## src/rtl/sidenv_pkg.sv

```systemverilog
`timescale 1ns / 1ps
package sidenv_pkg;

	localparam int DEF_VOICES = 3;
	localparam int DEF_RATE_LIMIT = 32768;
	localparam int CNT_W = 15;
	localparam int LVL_W = 8;
	localparam int PRE_W = 5;

	typedef enum logic [1:0] {
		PH_ATTACK  = 2'd0,
		PH_DECAY   = 2'd1,
		PH_SUSTAIN = 2'd2,
		PH_RELEASE = 2'd3
	} phase_t;

	typedef enum logic [1:0] {
		ACT_TICK = 2'd0,
		ACT_CTRL = 2'd1,
		ACT_AD   = 2'd2,
		ACT_SR   = 2'd3
	} action_t;

	typedef struct packed {
		logic [CNT_W-1:0] rate_cnt;
		logic [LVL_W-1:0] level;
		logic [PRE_W-1:0] prescale;
		phase_t           phase;
		logic             locked;
		logic             gate;
		logic [7:0]       ad;
		logic [7:0]       sr;
	} voice_state_t;

	localparam voice_state_t STATE_RESET = '{
		rate_cnt: '0,
		level:    '0,
		prescale: '0,
		phase:    PH_RELEASE,
		locked:   1'b1,
		gate:     1'b0,
		ad:       '0,
		sr:       '0
	};

	function automatic logic [15:0] period_of(input logic [3:0] nib);
		logic [15:0] p;
		case (nib)
			4'd0:    p = 16'd8;
			4'd1:    p = 16'd31;
			4'd2:    p = 16'd62;
			4'd3:    p = 16'd93;
			4'd4:    p = 16'd146;
			4'd5:    p = 16'd215;
			4'd6:    p = 16'd262;
			4'd7:    p = 16'd308;
			4'd8:    p = 16'd384;
			4'd9:    p = 16'd922;
			4'd10:   p = 16'd1920;
			4'd11:   p = 16'd3072;
			4'd12:   p = 16'd3840;
			4'd13:   p = 16'd11518;
			4'd14:   p = 16'd19196;
			4'd15:   p = 16'd30713;
			default: p = 16'd8;
		endcase
		return p;
	endfunction

	function automatic logic [PRE_W-1:0] prescale_of(input logic [LVL_W-1:0] lvl);
		logic [PRE_W-1:0] n;
		if (lvl > 8'd93)
			n = 5'd1;
		else if (lvl > 8'd54)
			n = 5'd2;
		else if (lvl > 8'd26)
			n = 5'd4;
		else if (lvl > 8'd14)
			n = 5'd8;
		else if (lvl > 8'd6)
			n = 5'd16;
		else if (lvl > 8'd0)
			n = 5'd30;
		else
			n = 5'd1;
		return n;
	endfunction

endpackage

```

## src/rtl/sid_adsr_envelope_generator.sv

```systemverilog
`timescale 1ns / 1ps
// Channel   Dir  Handshake          Contents
// s_*       in   s_tvalid/s_tready  tick or byte write for one voice
// m_*       out  m_tvalid/m_tready  voice level and phase after the item
//
// An input item passes through the read and update stage, then the output register, to the result.
// One item per cycle unless output stalls; per-voice state RAM: one read, one write port.
// Back-to-back items to the same voice take the last written state from a bypass register.
// arst_n marks all voices unwritten; an unwritten voice reads as its reset state.
// A stalled output holds the update stage, which then drops s_tready.
module sid_adsr_envelope_generator
	import sidenv_pkg::*;
#(
	parameter int VOICES = DEF_VOICES,
	parameter int RATE_COUNTER_LIMIT = DEF_RATE_LIMIT
) (
	input  logic        clk,
	input  logic        arst_n,
	input  logic        s_tvalid,
	output logic        s_tready,
	input  logic [15:0] s_tdata,  // [1:0] voice, [9:2] value, [15:10] zero
	input  logic [1:0]  s_tuser,  // [1:0] action
	output logic        m_tvalid,
	input  logic        m_tready,
	output logic [15:0] m_tdata   // [7:0] level, [9:8] phase, [15:10] zero
);

	localparam int VAW = (VOICES > 1) ? $clog2(VOICES) : 1;
	localparam int SW = $bits(voice_state_t);

	logic             accept;
	logic             s1_go;
	logic             valid_s1;
	action_t          action_s1;
	logic [1:0]       voice_s1;
	logic [7:0]       value_s1;
	logic             inrange_s1;
	logic [VAW-1:0]   addr_s1;
	logic [SW-1:0]    ram_rdata;
	voice_state_t     cur;
	voice_state_t     nxt;
	logic             wr_en;
	logic             wr_valid_q;
	logic [VAW-1:0]   wr_addr_q;
	voice_state_t     wr_data_q;
	logic [VOICES-1:0] written_q;
	logic             m_tvalid_q;
	logic [9:0]       m_data_q;

	assign accept = s_tvalid && s_tready;
	assign s1_go = valid_s1 && (!m_tvalid_q || m_tready);
	assign s_tready = !valid_s1 || s1_go;

	always_ff @(posedge clk or negedge arst_n) begin
		if (!arst_n) begin
			valid_s1 <= 1'b0;
		end else if (accept) begin
			valid_s1 <= 1'b1;
		end else if (s1_go) begin
			valid_s1 <= 1'b0;
		end
	end

	always_ff @(posedge clk) begin
		if (accept) begin
			action_s1 <= action_t'(s_tuser);
			voice_s1 <= s_tdata[1:0];
			value_s1 <= s_tdata[9:2];
		end
	end

	assign inrange_s1 = (32'(voice_s1) < VOICES);
	assign addr_s1 = VAW'(voice_s1);

	sidenv_ram #(
		.WIDTH(SW),
		.DEPTH(VOICES)
	) u_state_ram (
		.clk  (clk),
		.we   (wr_en),
		.waddr(addr_s1),
		.wdata(nxt),
		.re   (accept),
		.raddr(VAW'(s_tdata[1:0])),
		.rdata(ram_rdata)
	);

	always_comb begin
		if (wr_valid_q && wr_addr_q == addr_s1)
			cur = wr_data_q;
		else if (inrange_s1 && written_q[addr_s1])
			cur = voice_state_t'(ram_rdata);
		else
			cur = STATE_RESET;
	end

	sidenv_update #(
		.RATE_COUNTER_LIMIT(RATE_COUNTER_LIMIT)
	) u_update (
		.action(action_s1),
		.value (value_s1),
		.cur   (cur),
		.nxt   (nxt)
	);

	assign wr_en = s1_go && inrange_s1;

	always_ff @(posedge clk or negedge arst_n) begin
		if (!arst_n) begin
			wr_valid_q <= 1'b0;
			written_q <= '0;
		end else if (wr_en) begin
			wr_valid_q <= 1'b1;
			written_q[addr_s1] <= 1'b1;
		end
	end

	always_ff @(posedge clk) begin
		if (wr_en) begin
			wr_addr_q <= addr_s1;
			wr_data_q <= nxt;
		end
	end

	always_ff @(posedge clk or negedge arst_n) begin
		if (!arst_n) begin
			m_tvalid_q <= 1'b0;
		end else if (s1_go) begin
			m_tvalid_q <= 1'b1;
		end else if (m_tready) begin
			m_tvalid_q <= 1'b0;
		end
	end

	always_ff @(posedge clk) begin
		if (s1_go) begin
			if (inrange_s1)
				m_data_q <= {nxt.phase, nxt.level};
			else
				m_data_q <= {PH_RELEASE, 8'd0};
		end
	end

	assign m_tvalid = m_tvalid_q;
	assign m_tdata = {6'd0, m_data_q};

	a_stall_blocks_input: assert property (@(posedge clk) disable iff (!arst_n)
		(valid_s1 && m_tvalid_q && !m_tready) |-> !s_tready)
		else $error("input taken while update stage is stalled");

	a_out_range_result: assert property (@(posedge clk) disable iff (!arst_n)
		(s1_go && !inrange_s1) |=> (m_tdata[9:8] == PH_RELEASE && m_tdata[7:0] == 8'd0))
		else $error("unknown voice gave a nonzero result");

	a_attack_no_fall: assert property (@(posedge clk) disable iff (!arst_n)
		(wr_en && action_s1 == ACT_TICK && cur.phase == PH_ATTACK) |-> (nxt.level >= cur.level))
		else $error("level fell during attack");

	a_zero_locks: assert property (@(posedge clk) disable iff (!arst_n)
		(wr_en && action_s1 == ACT_TICK && nxt.level == 8'd0 && cur.level != 8'd0)
			|=> (wr_data_q.locked && wr_data_q.level == 8'd0))
		else $error("level reached zero without locking");

endmodule

```

## src/rtl/sidenv_ram.sv

```systemverilog
`timescale 1ns / 1ps
module sidenv_ram #(
	parameter int WIDTH = 8,
	parameter int DEPTH = 4,
	localparam int AW = (DEPTH > 1) ? $clog2(DEPTH) : 1
) (
	input  logic             clk,
	input  logic             we,
	input  logic [AW-1:0]    waddr,
	input  logic [WIDTH-1:0] wdata,
	input  logic             re,
	input  logic [AW-1:0]    raddr,
	output logic [WIDTH-1:0] rdata
);

	logic [WIDTH-1:0] mem_q [DEPTH];
	logic [WIDTH-1:0] rdata_q;

	always_ff @(posedge clk) begin
		if (we)
			mem_q[waddr] <= wdata;
		if (re)
			rdata_q <= mem_q[raddr];
	end

	assign rdata = rdata_q;

endmodule

```

## src/rtl/sidenv_update.sv

```systemverilog
`timescale 1ns / 1ps
module sidenv_update
	import sidenv_pkg::*;
#(
	parameter int RATE_COUNTER_LIMIT = DEF_RATE_LIMIT
) (
	input  action_t      action,
	input  logic [7:0]   value,
	input  voice_state_t cur,
	output voice_state_t nxt
);

	localparam logic [15:0] CNT_LIMIT = 16'(RATE_COUNTER_LIMIT);

	logic [15:0]      cnt_inc;
	logic [CNT_W-1:0] cnt_tick;
	logic [LVL_W-1:0] sus;
	logic [LVL_W-1:0] lvl_up;
	logic [3:0]       nib;
	logic             per_hit;
	logic [PRE_W-1:0] pre_inc;
	logic             pre_hit;

	always_comb begin
		cnt_inc = {1'b0, cur.rate_cnt} + 16'd1;
		cnt_tick = (cnt_inc >= CNT_LIMIT) ? '0 : cnt_inc[CNT_W-1:0];
		sus = {cur.sr[7:4], cur.sr[7:4]};
		lvl_up = (cur.level == 8'hff) ? 8'hff : cur.level + 8'd1;
		case (cur.phase)
			PH_ATTACK: nib = cur.ad[7:4];
			PH_DECAY:  nib = cur.ad[3:0];
			default:   nib = cur.sr[3:0];
		endcase
		per_hit = ({1'b0, cnt_tick} == period_of(nib));
		pre_inc = cur.prescale + 5'd1;
		pre_hit = (pre_inc >= prescale_of(cur.level));

		nxt = cur;
		case (action)
			ACT_TICK: begin
				nxt.rate_cnt = cnt_tick;
				case (cur.phase)
					PH_ATTACK: begin
						if (per_hit) begin
							nxt.rate_cnt = '0;
							if (!cur.locked) begin
								nxt.level = lvl_up;
								nxt.prescale = '0;
								if (lvl_up == 8'hff)
									nxt.phase = PH_DECAY;
							end
						end
					end
					PH_DECAY: begin
						if (per_hit) begin
							nxt.rate_cnt = '0;
							nxt.prescale = pre_hit ? '0 : pre_inc;
							if (pre_hit && !cur.locked) begin
								if (cur.level != sus)
									nxt.level = cur.level - 8'd1;
								else
									nxt.phase = PH_SUSTAIN;
							end
						end
					end
					PH_SUSTAIN: begin
						if (cur.level != sus)
							nxt.phase = PH_DECAY;
					end
					default: begin
						if (per_hit) begin
							nxt.rate_cnt = '0;
							nxt.prescale = pre_hit ? '0 : pre_inc;
							if (pre_hit && !cur.locked)
								nxt.level = cur.level - 8'd1;
						end
					end
				endcase
				if (nxt.level == '0 && cur.level != '0)
					nxt.locked = 1'b1;
			end
			ACT_CTRL: begin
				if (!cur.gate && value[0]) begin
					nxt.phase = PH_ATTACK;
					nxt.locked = 1'b0;
				end else if (cur.gate && !value[0]) begin
					nxt.phase = PH_RELEASE;
				end
				nxt.gate = value[0];
			end
			ACT_AD:  nxt.ad = value;
			default: nxt.sr = value;
		endcase
	end

endmodule

```

## config.mk

```make
export PLATFORM = sky130hd
export DESIGN_NAME = sid_adsr_envelope_generator
export DESIGN_NICKNAME = d
export VERILOG_FILES = /design/src/rtl/sidenv_pkg.sv /design/src/rtl/sid_adsr_envelope_generator.sv /design/src/rtl/sidenv_ram.sv /design/src/rtl/sidenv_update.sv
export SDC_FILE = /design/constraint.sdc
export NUM_CORES = 1
export LEC_CHECK = 0
export BUFFER_PORTS_ARGS = -buffer_cell sky130_fd_sc_hd__buf_2
export CORE_ASPECT_RATIO = 1.1
export CORE_MARGIN = 2
export CORE_UTILIZATION = 50
export DETAILED_ROUTE_END_ITERATION = 6
export PLACE_DENSITY = 0.76
export SYNTH_ARGS = -nofsm -noshare
export SYNTH_HDL_FRONTEND = slang
export SYNTH_SLANG_ARGS = --single-unit
```

## constraint.sdc

```tcl
create_clock -name clk -period 10.35 [get_ports clk]
set_input_delay 1.5525 -clock clk [delete_from_list [all_inputs] [get_ports clk]]
set_output_delay 1.5525 -clock clk [all_outputs]
set_load 0.05 [all_outputs]
```

* Word-level counts from Yosys, hierarchy flattened *
Memories as Yosys holds them, arrays and structs flattened. A register that Yosys moved wholly into a read port is not among the register bits.
Cells that the tools add are included.

word-level totals
  logic and storage cells = 113
  bits in writable memories = 144
  bits in latches = 0
  output and inout bits = 18
  register bits after elaboration = 78
  memories = 2
  input port bits = 22
  bits in read-only memories = 240

memories
  name               depth  bits a word  rd ports  clocked after memory_dff  wr ports  RTL line          source
  (name not given)   16     15           1         0                         0         sidenv_pkg.sv:48  case (nib)
  u_state_ram.mem_q  3      48           1         1                         1         sidenv_ram.sv:16  logic [WIDTH-1:0] mem_q [DEPTH];

cells by class
  multiply operators = 0
  add/sub/neg operators = 4
  muxes and demuxes = 45
  bitwise operators = 1
  equality and inequality tests = 9
  div/mod/pow operators = 0
  shift operators = 0
  $lt $le $gt $ge = 11
  reduce and logical (&&, ||, !) cells = 24

operators with widths
  operator               count
  $mux 48                2
  $mux 28                3
  $pmux 28 s3            1
  $mux 30                2
  $mux 8                 6
  $mux 5                 7
  $mux 15                2
  $add 15x1->16 const B  1
  $eq 15x16->1           1
  $eq 8x8->1 const B     2
  $ge 16x16->1 const B   1
  $mux 2                 6
  $mux 1                 11
  $logic_and 1x1->1      10
  $add 8x1->8 const B    1
  $gt 8x1->1 const B     1
  $gt 8x3->1 const B     1
  $gt 8x4->1 const B     1
  $gt 8x5->1 const B     1
  $gt 8x6->1 const B     1
  $gt 8x7->1 const B     1
  $logic_not 8->1        1
  $ne 8x8->1             1
  $pmux 4 s2             1
  20 further kinds       29

* Longest topological paths before layout *
Gate-level depths: netlist of the first run.

  depth after elaboration = 22
  gate-level depth with buffers = 28
  depth with buffers taken out = 23

* By module *
A second synthesis of the first run with hierarchy kept.

second synthesis, totals
  cells, all modules = 1089
  area total of the unflattened synthesis = 13738.2 sq um

modules (own cells, without submodules)
  module                       instances  area each (sq um)  seq. area each (sq um)  cells an instance
  sidenv_ram                   1          6829.0             5765.5                  355
  sid_adsr_envelope_generator  1          3632.2             2312.2                  247
  sidenv_update                1          3276.9             0.0                     487

* Worst setup path before layout of the first run *
OpenSTA, ideal clock, no wires.

  kind = register to register
  start point = reg voice_s1[1] (netlist: addr_s1[1])
  end point = mem u_state_ram.mem_q[0][17] (netlist bit) (data pin)
  data required time = 10134 ps
  path slack = 4411 ps
  arrival = 5723 ps
  path buffers = 7
  setup time = 216 ps
  clock period less this slack = 5939 ps
  cell stages (with the launch flop) = 25
  cells stage by stage = edfxtp_1 -> buf_6 -> xor2_2 -> nor3_2 -> buf_6 -> buf_2 -> buf_2 -> buf_1 -> buf_1 -> nand2_1 -> nand2_1 -> ha_1 -> o211ai_1 -> a2111o_1 -> o211a_1 -> a221oi_1 -> o21ai_0 -> nor4b_1 -> nand3_1 -> or3_1 -> clkbuf_1 -> o31ai_1 -> a21oi_1 -> a211o_1 -> o41ai_2

RTL lines
  what                      RTL line                           source
  start: declaration        sid_adsr_envelope_generator.sv:35  logic [1:0] voice_s1;
  start signal: assignment  sid_adsr_envelope_generator.sv:67  voice_s1 <= s_tdata[1:0];
  end: declaration          sidenv_ram.sv:16

==> results.tsv, run 1 <==
metric	value	unit
Synth top area share	57.9	%
minimum clock period	7400	ps
number of max-cap violations	0	
area used by sequential logic in the layout	8080	µm²
average routed wire per standard cell	22.2	µm
vias post-DR	9943	
Max Root-Sink Buffers	3	
estimated wirelength of the detail-placed design	21800	µm
antenna violations before repair	0	
most common library cells after synthesis	edfxtp_1 (264), nand2_1 (124), o21ai_0 (86)	
total congestion overflow after global routing	0	
core area	27000	µm²
Main synth FF type	edfxtp_1	
sort of element at the end of the critical path	register	
ratio of final minimum period to clock period	71.5	%
post-synthesis sequential area ratio	59.0	%
worst path setup slack after routing	2950	ps
Pre-Repair DR Iteration Count	6	
setup violation total in the final timing report	0	
minimum setup slack after placement	3140	ps
Final Skew	16.7	ps
static leakage power	5.25	nW
Multi-input gate area	5250	µm²
Netlist cell types	93	
area overhead of the layout relative to synthesis	9.58	%
outcome	finished, final reports clean	
total wire length after detailed routing	34200	µm
cell taking the most area after synthesis	edfxtp_1	
die extent in y	178	µm
global-route wire length before repair	52900	µm
setup TNS after final layout	0	ps
number of instances resized during post-cts repair	0	
largest fanout on the critical path	16	
Die Outline Area	28700	µm²
clock latency on the worst-skew pair	540	ps
maximum number of pins on one net before global-route repair	98	
Overall Global Routing Usage	23.6	%
vias per inst	6.45	
placed insts	1497	
leading cell type by number of instances after synthesis	edfxtp_1	
Reg clk slew, reported paths	60	ps
Iteration-0 DRC Markers	1144	
startpoint types	register	
maximum resistive drop on vdd	0.161	mV
drc violations	0	
RSZ-0062 raised after global routing	false	
main area contributors after synthesis	edfxtp_1 (58%), mux2i_1 (4.5%), nand2_1 (3.4%)	
Highest Clock Rate	135	MHz
measured slew at the worst slew-check pin	1180	ps
number of global-route vias before repair	9509	
Clock Sinks	270	
hold buffers post-CTS	0	
# diodes	0	
power density over the cells	197	nW/µm²
summed area of non-filler cells in the final layout	15000	µm²
instance area after placement	14200	µm²
TritonCTS clock tree	done	
Port Buffers	27	
worst hold path class	register to register	
post-CTS repair timing setup buffer count	0	
Filler cells	2284	
flip-flop and latch count after synthesis	270	
Cell Area, Synth	13700	µm²
Starting Density	50.8	%
core utilization of the finished layout	55.7	%
Cell Rows	63	
average cell area after synthesis	11.9	µm²
post-layout instance count excluding filler cells	1542	
net count reported at finish	1210	
synthesized netlist cell count	1152	
CP Data Arrival Time	7680	ps
routability congestion estimate	1.02	
fin. max-slew vios	0	
Hold Vio Cnt, Final	0	
CTS buffer count	27	
relative slew slack	21.0	%
critical path class	register to register	
number of warnings printed during yosys synthesis	0	
share of synthesized registers carrying an async set or reset	2.22	%
number of enable-type register cells in the synthesized netlist	264	
Required @ worst endpoint	10630	ps
fraction of final layout cells with drive strength greater than 1	11.9	%
CTS Root Cell	clkbuf_16	
number of H-tree levels	1	
top-level I/O count	40	
floorplan die width	162	µm
antenna-violating nets left	0	
==> sequential cells by signal (all words and copies together) (netlist names) <==
name / cells
wr_addr_q: 2
wr_valid_q: 1
written_q: 3
u_state_ram.rdata: 48
addr_s1: 2
m_tvalid: 1
wr_data_q: 48
u_state_ram.mem_q: 144
m_data_q: 10
valid_s1: 1
value_s1: 8
action_s1: 2
==> worst max-delay path: stages (launching register included) <==
cell and delay (ps):
edfxtp_1 630, mux2i_1 610, o22ai_1 320, a32oi_1 730, nand2_1 580, a21oi_2 800
o311ai_1 220, xnor2_1 170, or3b_1 410, or4_1 870, or2_4 380, or4_1 500
a31oi_1 240, nand3_1 210, o41ai_2 440
==> cell usage in the layout, fill, tap and decap left out, types with 8 or more instances in the layout <==
master / Yosys / layout
clkbuf_16: 0 / 27
o21ai_0: 86 / 86
nand2b_1: 14 / 14
buf_2: 7 / 27
a22oi_1: 16 / 16
o22ai_1: 12 / 12
nor2_1: 68 / 66
nand2_1: 124 / 124
buf_4: 8 / 24
nand4_1: 22 / 22
a31oi_1: 27 / 27
nor3_1: 18 / 17
a21oi_1: 28 / 28
ha_1: 19 / 19
or2_2: 9 / 9
and4_1: 8 / 8
nand3_1: 30 / 30
nor4_1: 9 / 9
mux2i_1: 62 / 62
edfxtp_1: 264 / 264
o31ai_1: 18 / 18
xnor2_1: 15 / 15
inv_1: 28 / 28
mux2_2: 11 / 11
a22o_1: 20 / 20
==> power by group <==
group	switching [W]	internal [W]	leakage (nW)
Sequential	0.0000352	0.00132	2.54
Combinational	0.000466	0.000216	2.31
Clock	0.000395	0.000524	0.400
==> final timing paths <==
check                                    startpoint                                 end  slack, ps  depth (start not counted)
setup / recovery               addr_s1[1]$_DFFE_PP_  u_state_ram.mem_q[2][17]$_DFFE_PP_       2950                         14
hold / removal             written_q[0]$_DFFE_PN0P_            written_q[0]$_DFFE_PN0P_        470                          1
setup reg to reg               addr_s1[1]$_DFFE_PP_  u_state_ram.mem_q[2][17]$_DFFE_PP_       2950                         14
hold reg to reg            written_q[0]$_DFFE_PN0P_            written_q[0]$_DFFE_PN0P_        470                          1
max in group asynchronous                    arst_n            written_q[1]$_DFFE_PN0P_       9400                          1
min in group asynchronous                    arst_n                m_tvalid$_DFFE_PN0P_        820                          1
==> cells by family (layout without fill, tap and decap cells) <==
group | after synthesis | in the layout | share of synthesized area [%]
xor+xnor | 25 | 25 | 1.82
mux | 73 | 73 | 5.43
flops | 270 | 270 | 59.0
other cells | 1 | 6 | 0.0274
fa+ha+maj | 19 | 19 | 1.74
buf+inv | 98 | 126 | 3.13
simple gates | 352 | 352 | 12.7
compound gates | 314 | 314 | 16.2
==> routing by layer <==
metal  GRT usage, %  part of all wire, %  vias up
met3           4.21                  7.9       79
met1           31.6                   42     4876
met5              0                    0        -
met2           38.4                   47      477
met4           9.11                  3.1        0
li1               -                    -     4511
==> area by class of cell <==
| class | count | share of cell area [%] |
|---|---|---|
| Tap cell | 357 | 2.97 |
| Inverter | 30 | 0.750 |
| Sequential cell | 270 | 53.8 |
| Clock inverter | 14 | 0.833 |
| Clock buffer | 31 | 4.60 |
| Timing Repair Buffer | 51 | 2.10 |
| Multi-Input combinational cell | 789 | 34.9 |
==> metrics by stage <==
stage / hold WS (ps) / total power (W)
after floorplan: 439 / 0.00185
after detailed placement: 454 / 0.00204
final: 471 / 0.00295
after CTS: 469 / 0.00295
after global placement: 454 / 0.00202
after global routing: 479 / 0.00307
Power figures use the tool's default switching activity.
==> run 2, diff against run 1 <==
- PLACE_DENSITY: 0.76 -> 0.79
- clock period: 10.35 -> 6.5 ns (I/O delays scaled with it)
==> run 2 against run 1 <==
  * First-iteration DRC count up 14%
  * Fmax up 19%
  * Flip-flop and latch count unchanged
  * Critical path type unchanged
  * Largest cell class unchanged
  * Largest power group unchanged
==> results.tsv, run 2 (synthesis gave the netlist of run 1 again) <==
metric	value	unit	change
outcome	finished, final reports clean		unchanged
Highest Clock Rate	161	MHz	was 135 MHz
Reg clk slew, reported paths	60	ps	about the same
largest fanout on the critical path	14		was 16
drc violations	0		unchanged
setup TNS after final layout	0	ps	unchanged
Top reg by flops	u_state_ram.mem_q		unchanged
Filler cells	2169		was 2284
most common cell after layout, fill and taps aside	edfxtp_1		unchanged
fraction of final layout cells with drive strength greater than 1	17.6	%	was 11.9%
Starting Density	50.8	%	unchanged
Required @ worst endpoint	6780	ps	was 10630 ps
antenna-violating nets left	0		unchanged
most used cells in the layout excluding fill and tap cells	edfxtp_1 (264), nand2_1 (124), buf_4 (97)		was edfxtp_1 (264), nand2_1 (124), o21ai_0 (86)
number of H-tree levels	1		unchanged
vias post-DR	10200		was 9943
number of global-route vias before repair	9930		was 9509
Final Skew	19.3	ps	was 16.7 ps
maximum number of pins on one net before global-route repair	98		unchanged
TritonCTS clock tree	done		unchanged
net count reported at finish	1285		was 1210
Cell Rows	63		unchanged
worst hold path class	primary input to async pin		was register to register
Overall Global Routing Usage	25.5	%	was 23.6%
Max Root-Sink Buffers	3		unchanged
switching fraction of total power	30.5	%	was 30.3%
instance area after placement	14700	µm²	was 14200 µm²
total congestion overflow after global routing	0		unchanged
core utilization of the finished layout	58.2	%	was 55.7%
top-level I/O count	40		unchanged
power consumption	0.00494	W	was 0.00295 W
worst reg2reg path startpoint	addr_s1[0]$_DFFE_PP_		was addr_s1[1]$_DFFE_PP_
# diodes	0		unchanged
area overhead of the layout relative to synthesis	14.5	%	was 9.58%
core area	27000	µm²	unchanged
CTS buffer count	28		was 27
clock share of power	31.6	%	was 31.1%
CTS Root Cell	clkbuf_16		unchanged
Clock Sinks	270		unchanged
startpoint types	register		unchanged
measured slew at the worst slew-check pin	1000	ps	was 1180 ps
estimated wirelength of the detail-placed design	24000	µm	was 21800 µm
ratio of final minimum period to clock period	95.3	%	was 71.5%
average routed wire per standard cell	22.6	µm	was 22.2 µm
sequential cell fraction of total power	43.7	%	was 45.8%
fin. max-slew vios	0		unchanged
power density over the cells	315	nW/µm²	was 197 nW/µm²
CP Data Arrival Time	6480	ps	was 7680 ps
setup violation total in the final timing report	0		unchanged
total wire length after detailed routing	36700	µm	was 34200 µm
global-route wire length before repair	56500	µm	was 52900 µm
Port Buffers	27		unchanged
relative slew slack	33.3	%	was 21.0%
floorplan die width	162	µm	unchanged
summed area of non-filler cells in the final layout	15700	µm²	was 15000 µm²
fraction of power consumed by combinational cells	24.7	%	was 23.1%
antenna violations before repair	0		unchanged
Die Outline Area	28700	µm²	unchanged
static leakage power	5.66	nW	was 5.25 nW
net load switching power	0.00151	W	was 0.000895 W
Pre-Repair DR Iteration Count	6		unchanged
sort of element at the end of the critical path	register		unchanged
Hold Vio Cnt, Final	0		unchanged
minimum clock period	6190	ps	was 7400 ps
internal power of the cells	0.00343	W	was 0.00206 W
die extent in y	178	µm	unchanged
worst setup path startpoint	addr_s1[0]$_DFFE_PP_		was addr_s1[1]$_DFFE_PP_
critical path class	register to register		unchanged
Iteration-0 DRC Markers	1308		was 1144
number of max-cap violations	0		unchanged
flip-flop count of the largest register after layout	144		unchanged
clock latency on the worst-skew pair	560	ps	was 540 ps
routability congestion estimate	0.984		was 1.02
vias per inst	6.29		was 6.45
maximum resistive drop on vdd	0.288	mV	was 0.161 mV
-- run 2: changes by cell type in the layout (fill, tap and decap cells not counted), moves of 2 or more --
| cell | delta |
|---|---|
| buf_4 | +73 |
| clkbuf_1 | -2 |
| clkbuf_16 | +2 |
| clkinv_2 | +2 |
| inv_6 | +2 |
| xnor2_2 | -2 |
| xnor2_4 | +2 |
-- run 2: final timing paths --
check | slack [ps] | endpoint | depth (start not counted)
max | 310 | u_state_ram.mem_q[0][17]$_DFFE_PP_ | 19
max in group asynchronous | 6110 | wr_valid_q$_DFFE_PN0P_ | 1
min in group clk | 490 | written_q[0]$_DFFE_PN0P_ | 1
min | 240 | valid_s1$_DFFE_PN0P_ | 1
max reg2reg | 310 | u_state_ram.mem_q[0][17]$_DFFE_PP_ | 19
min reg2reg | 490 | written_q[0]$_DFFE_PN0P_ | 1
-- run 2: critical path: stages (launching register included) --
cell	delay [ps]
edfxtp_1	650
nand3b_1	360
o21a_1	260
buf_4	190
o31ai_1	400
o21ai_0	150
a21oi_1	380
ha_1	230
inv_1	50
buf_4	140
o311ai_1	400
xnor2_1	100
or3b_1	400
or4_1	580
buf_4	230
nor2_1	270
mux2i_1	230
a31oi_1	80
a211o_1	330
o41ai_2	510
-- run 2: power by group through the flow --
stage	combinational (W)	sequential [W]	clock, W
2_1_floorplan	0.000747	0.00220	0
3_5_place_dp	0.00119	0.00219	0
5_1_grt	0.00132	0.00217	0.00165
4_1_cts	0.00119	0.00215	0.00159
3_3_place_gp	0.00117	0.00218	0
6_report	0.00122	0.00216	0.00156
-- run 2: per-layer routing --
layer	wire (µm)	track usage, %	vias to the layer above
met2	17300	42.0	485
li1	-	-	4669
met1	15400	34.8	4954
met3	2770	4.14	84
met4	1190	8.26	0
met5	0	0	-
-- run 2: repair_timing --
action	in CTS	in global routing
gates resized for setup	0	5
hold buffers	0	0
buffers inserted	0	6
endpoints found under the hold margin	0	0
endpoints found under the setup margin	0	4
-- run 2: stage by stage --
stage | hold slack, ps | std cells | setup WS (ps)
finish | 243 | 1621 | 306
floorplan | 439 | 1157 | 561
CTS | 224 | 1615 | 333
global placement | 451 | 1565 | 320
detailed placement | 453 | 1565 | 374
global route | 229 | 1621 | -89.5
-- run 2: final cells by class --
| cell class | count | area [µm²] | share of cell area, % |
|---|---|---|---|
| clock buffer | 31 | 733 | 4.67 |
| clock inverter | 19 | 159 | 1.01 |
| inverter | 30 | 113 | 0.718 |
| multi-input combinational | 789 | 5280 | 33.6 |
| sequential | 270 | 8080 | 51.5 |
| tap | 357 | 447 | 2.85 |
| timing repair buffer | 125 | 883 | 5.63 |
==> run 3, diff against run 2 <==
- CORE_UTILIZATION: 50 -> 30
- CTS_CLUSTER_DIAMETER: default -> 200
- PLACE_DENSITY: 0.79 -> 0.56
- SETUP_SLACK_MARGIN: default -> 0.05
==> run 3 against run 2 <==
  * Count of clock-buffer cells in the layout grew 4
  * Non-clock buffer count shrank 25
  * Clock skew grew 1.2 ps
  * Critical endpoint unchanged
==> results.tsv, run 3 (synthesis gave the netlist of run 1 again) <==
metric	value	unit	change
outcome	finished, final reports clean		unchanged
net count reported at finish	1258		was 1285
maximum number of pins on one net before global-route repair	98		unchanged
Top reg by flops	u_state_ram.mem_q		unchanged
Highest Clock Rate	162	MHz	was 161 MHz
top-level I/O count	40		unchanged
CTS buffer count	26		was 28
Hold Vio Cnt, Final	0		unchanged
maximum resistive drop on vdd	0.191	mV	was 0.288 mV
CP Data Arrival Time	6450	ps	was 6480 ps
estimated wirelength of the detail-placed design	24400	µm	was 24000 µm
worst hold-check slack	248	ps	was 243 ps
Port Buffers	27		unchanged
setup violation total in the final timing report	0		unchanged
Final Skew	20.5	ps	was 19.3 ps
clock latency on the worst-skew pair	560	ps	about the same
cells along the critical path	buf_4, nand3b_1, o22ai_1, a32o_1, a21boi_1, a21boi_2, ha_1, inv_1, a2111oi_1, nor3_1, nor4_1, nand4_1, or4_1, or2_4, or4_1, a31oi_1, nand3_1, o41ai_2		was nand3b_1, o21a_1, buf_4, o31ai_1, o21ai_0, a21oi_1, ha_1, inv_1, buf_4, o311ai_1, xnor2_1, or3b_1, or4_1, buf_4, nor2_1, mux2i_1, a31oi_1, a211o_1, o41ai_2
post-CTS repair timing setup buffer count	0		unchanged
number of H-tree levels	1		unchanged
routability congestion estimate	0.885		was 0.984
area overhead of the layout relative to synthesis	15.1	%	was 14.5%
core area	45300	µm²	was 27000 µm²
setup TNS after final layout	0	ps	unchanged
number of instances resized during post-cts repair	0		unchanged
Die Outline Area	47400	µm²	was 28700 µm²
flip-flop count of the largest register after layout	144		unchanged
antenna-violating nets left	0		unchanged
drc violations	0		unchanged
Pre-Repair DR Iteration Count	5		was 6
number of global-route vias before repair	9507		was 9930
minimum setup slack after placement	306	ps	was 374 ps
largest fanout on the critical path	6		was 14
total wire length after detailed routing	36800	µm	was 36700 µm
floorplan die width	208	µm	was 162 µm
Required @ worst endpoint	6790	ps	was 6780 ps
static leakage power	5.54	nW	was 5.66 nW
ratio of final minimum period to clock period	94.8	%	was 95.3%
TritonCTS clock tree	done		unchanged
# diodes	0		unchanged
vias per inst	5.36		was 6.29
sort of element at the end of the critical path	register		unchanged
most used cells in the layout excluding fill and tap cells	edfxtp_1 (264), nand2_1 (124), o21ai_0 (86)		was edfxtp_1 (264), nand2_1 (124), buf_4 (97)
fin. max-slew vios	0		unchanged
RSZ-0062 raised after global routing	false		
worst reg2reg path startpoint	addr_s1[1]$_DFFE_PP_		was addr_s1[0]$_DFFE_PP_
antenna violations before repair	0		unchanged
die extent in y	228	µm	was 178 µm
cell mode on critical path	or4_1		was buf_4
startpoint types	register		unchanged
number of max-cap violations	0		unchanged
measured slew at the worst slew-check pin	975	ps	was 1000 ps
worst path setup slack after routing	339	ps	was 306 ps
Max Root-Sink Buffers	3		unchanged
slowest stage delay, CP	550	ps	was 650 ps
path depth of the worst reg2reg path	18		was 19
cell type of the slowest stage on the worst timing path	a2111oi_1		was edfxtp_1
Cell Rows	82		was 63
minimum clock period	6160	ps	was 6190 ps
worst reg2reg setup slack	340	ps	was 310 ps
relative slew slack	35.0	%	was 33.3%
Overall Global Routing Usage	15.3	%	was 25.5%
critical path class	register to register		unchanged
most common cell after layout, fill and taps aside	edfxtp_1		unchanged
fraction of final layout cells with drive strength greater than 1	15.5	%	was 17.6%
total congestion overflow after global routing	0		unchanged
Iteration-0 DRC Markers	924		was 1308
CTS Root Cell	clkbuf_16		unchanged
power density over the cells	311	nW/µm²	was 315 nW/µm²
vias post-DR	9781		was 10.2k
worst hold path class	primary input to async pin		unchanged
Clock Sinks	270		unchanged
average routed wire per standard cell	20.2	µm	was 22.6 µm
global-route wire length before repair	57000	µm	was 56500 µm
Reg clk slew, reported paths	60	ps	about the same
hold buffers post-CTS	0		unchanged
end of the worst register-to-register path	u_state_ram.mem_q[0][17]$_DFFE_PP_		unchanged
Starting Density	30.2	%	was 50.8%
==> run 3: changes by cell type in the layout (fill, tap and decap cells not counted), sizes merged <==
cell / before / now
buf: 125 / 100
clkbuf: 31 / 35
inv: 34 / 30
clkinv: 12 / 9
bufinv: 2 / 4
clkinvlp: 1 / 0
==> run 3: power by group <==
part,total (W),leakage [nW],internal [W],switching (W)
logic,0.00117,2.55,0.000409,0.000765
registers,0.00215,2.54,0.00210,0.0000532
clock network,0.00158,0.443,0.000949,0.000633
==> run 3: area by class of cell <==
type                       count  area, µm²
clock buffer                  35        736
clock inverter                13        164
timing repair buffer         100        698
tap                          588        736
fill                        4491      29600
sequential                   270       8080
multi-input combinational    789       5250
inverter                      30        113
==> run 3: how the worst max path moves through the flow <==
| stage | to | startpoint |
|---|---|---|
| after floorplan | u_state_ram.mem_q[0][17]$_DFFE_PP_ | addr_s1[1]$_DFFE_PP_ |
| after global placement | u_state_ram.mem_q[2][17]$_DFFE_PP_ | addr_s1[1]$_DFFE_PP_ |
| after detailed placement | u_state_ram.mem_q[0][17]$_DFFE_PP_ | addr_s1[1]$_DFFE_PP_ |
| after CTS | u_state_ram.mem_q[0][17]$_DFFE_PP_ | addr_s1[1]$_DFFE_PP_ |
| after global routing | u_state_ram.mem_q[2][17]$_DFFE_PP_ | addr_s1[1]$_DFFE_PP_ |
| final | u_state_ram.mem_q[0][17]$_DFFE_PP_ | addr_s1[1]$_DFFE_PP_ |
==> run 3: critical path: cells and delay by family, from the launching register on <==
| kind | cells | cell delay, ps |
|---|---|---|
| buffers and inverters | 2 | 300 |
| flip-flops | 1 | 510 |
| adder cells (fa/ha/maj) | 1 | 310 |
| AND/OR/NAND/NOR | 8 | 2390 |
| AO/OA/AOI/OAI | 7 | 2390 |
==> run 3: metrics by stage <==
step / cell area (µm²) / std cells / total power, W / util [%]
after floorplan: 13700 / 1157 / 0.00295 / -
final: 15800 / 1825 / 0.00491 / 34.8
after global placement: 14900 / 1777 / 0.00334 / 32.8
after CTS: 15800 / 1825 / 0.00494 / 34.8
after detailed placement: 14900 / 1777 / 0.00335 / 32.8
after global routing: 15800 / 1825 / 0.00512 / 34.8
==> run 3: routing by layer <==
layer  vias up  track usage (%)  share of wire (%)
met1      4799             20.1                 44
met3        69             1.43                4.6
met2       302             26.2                 49
li1       4611                -                  -
met5         -                0                  0
met4         0             5.25                3.0
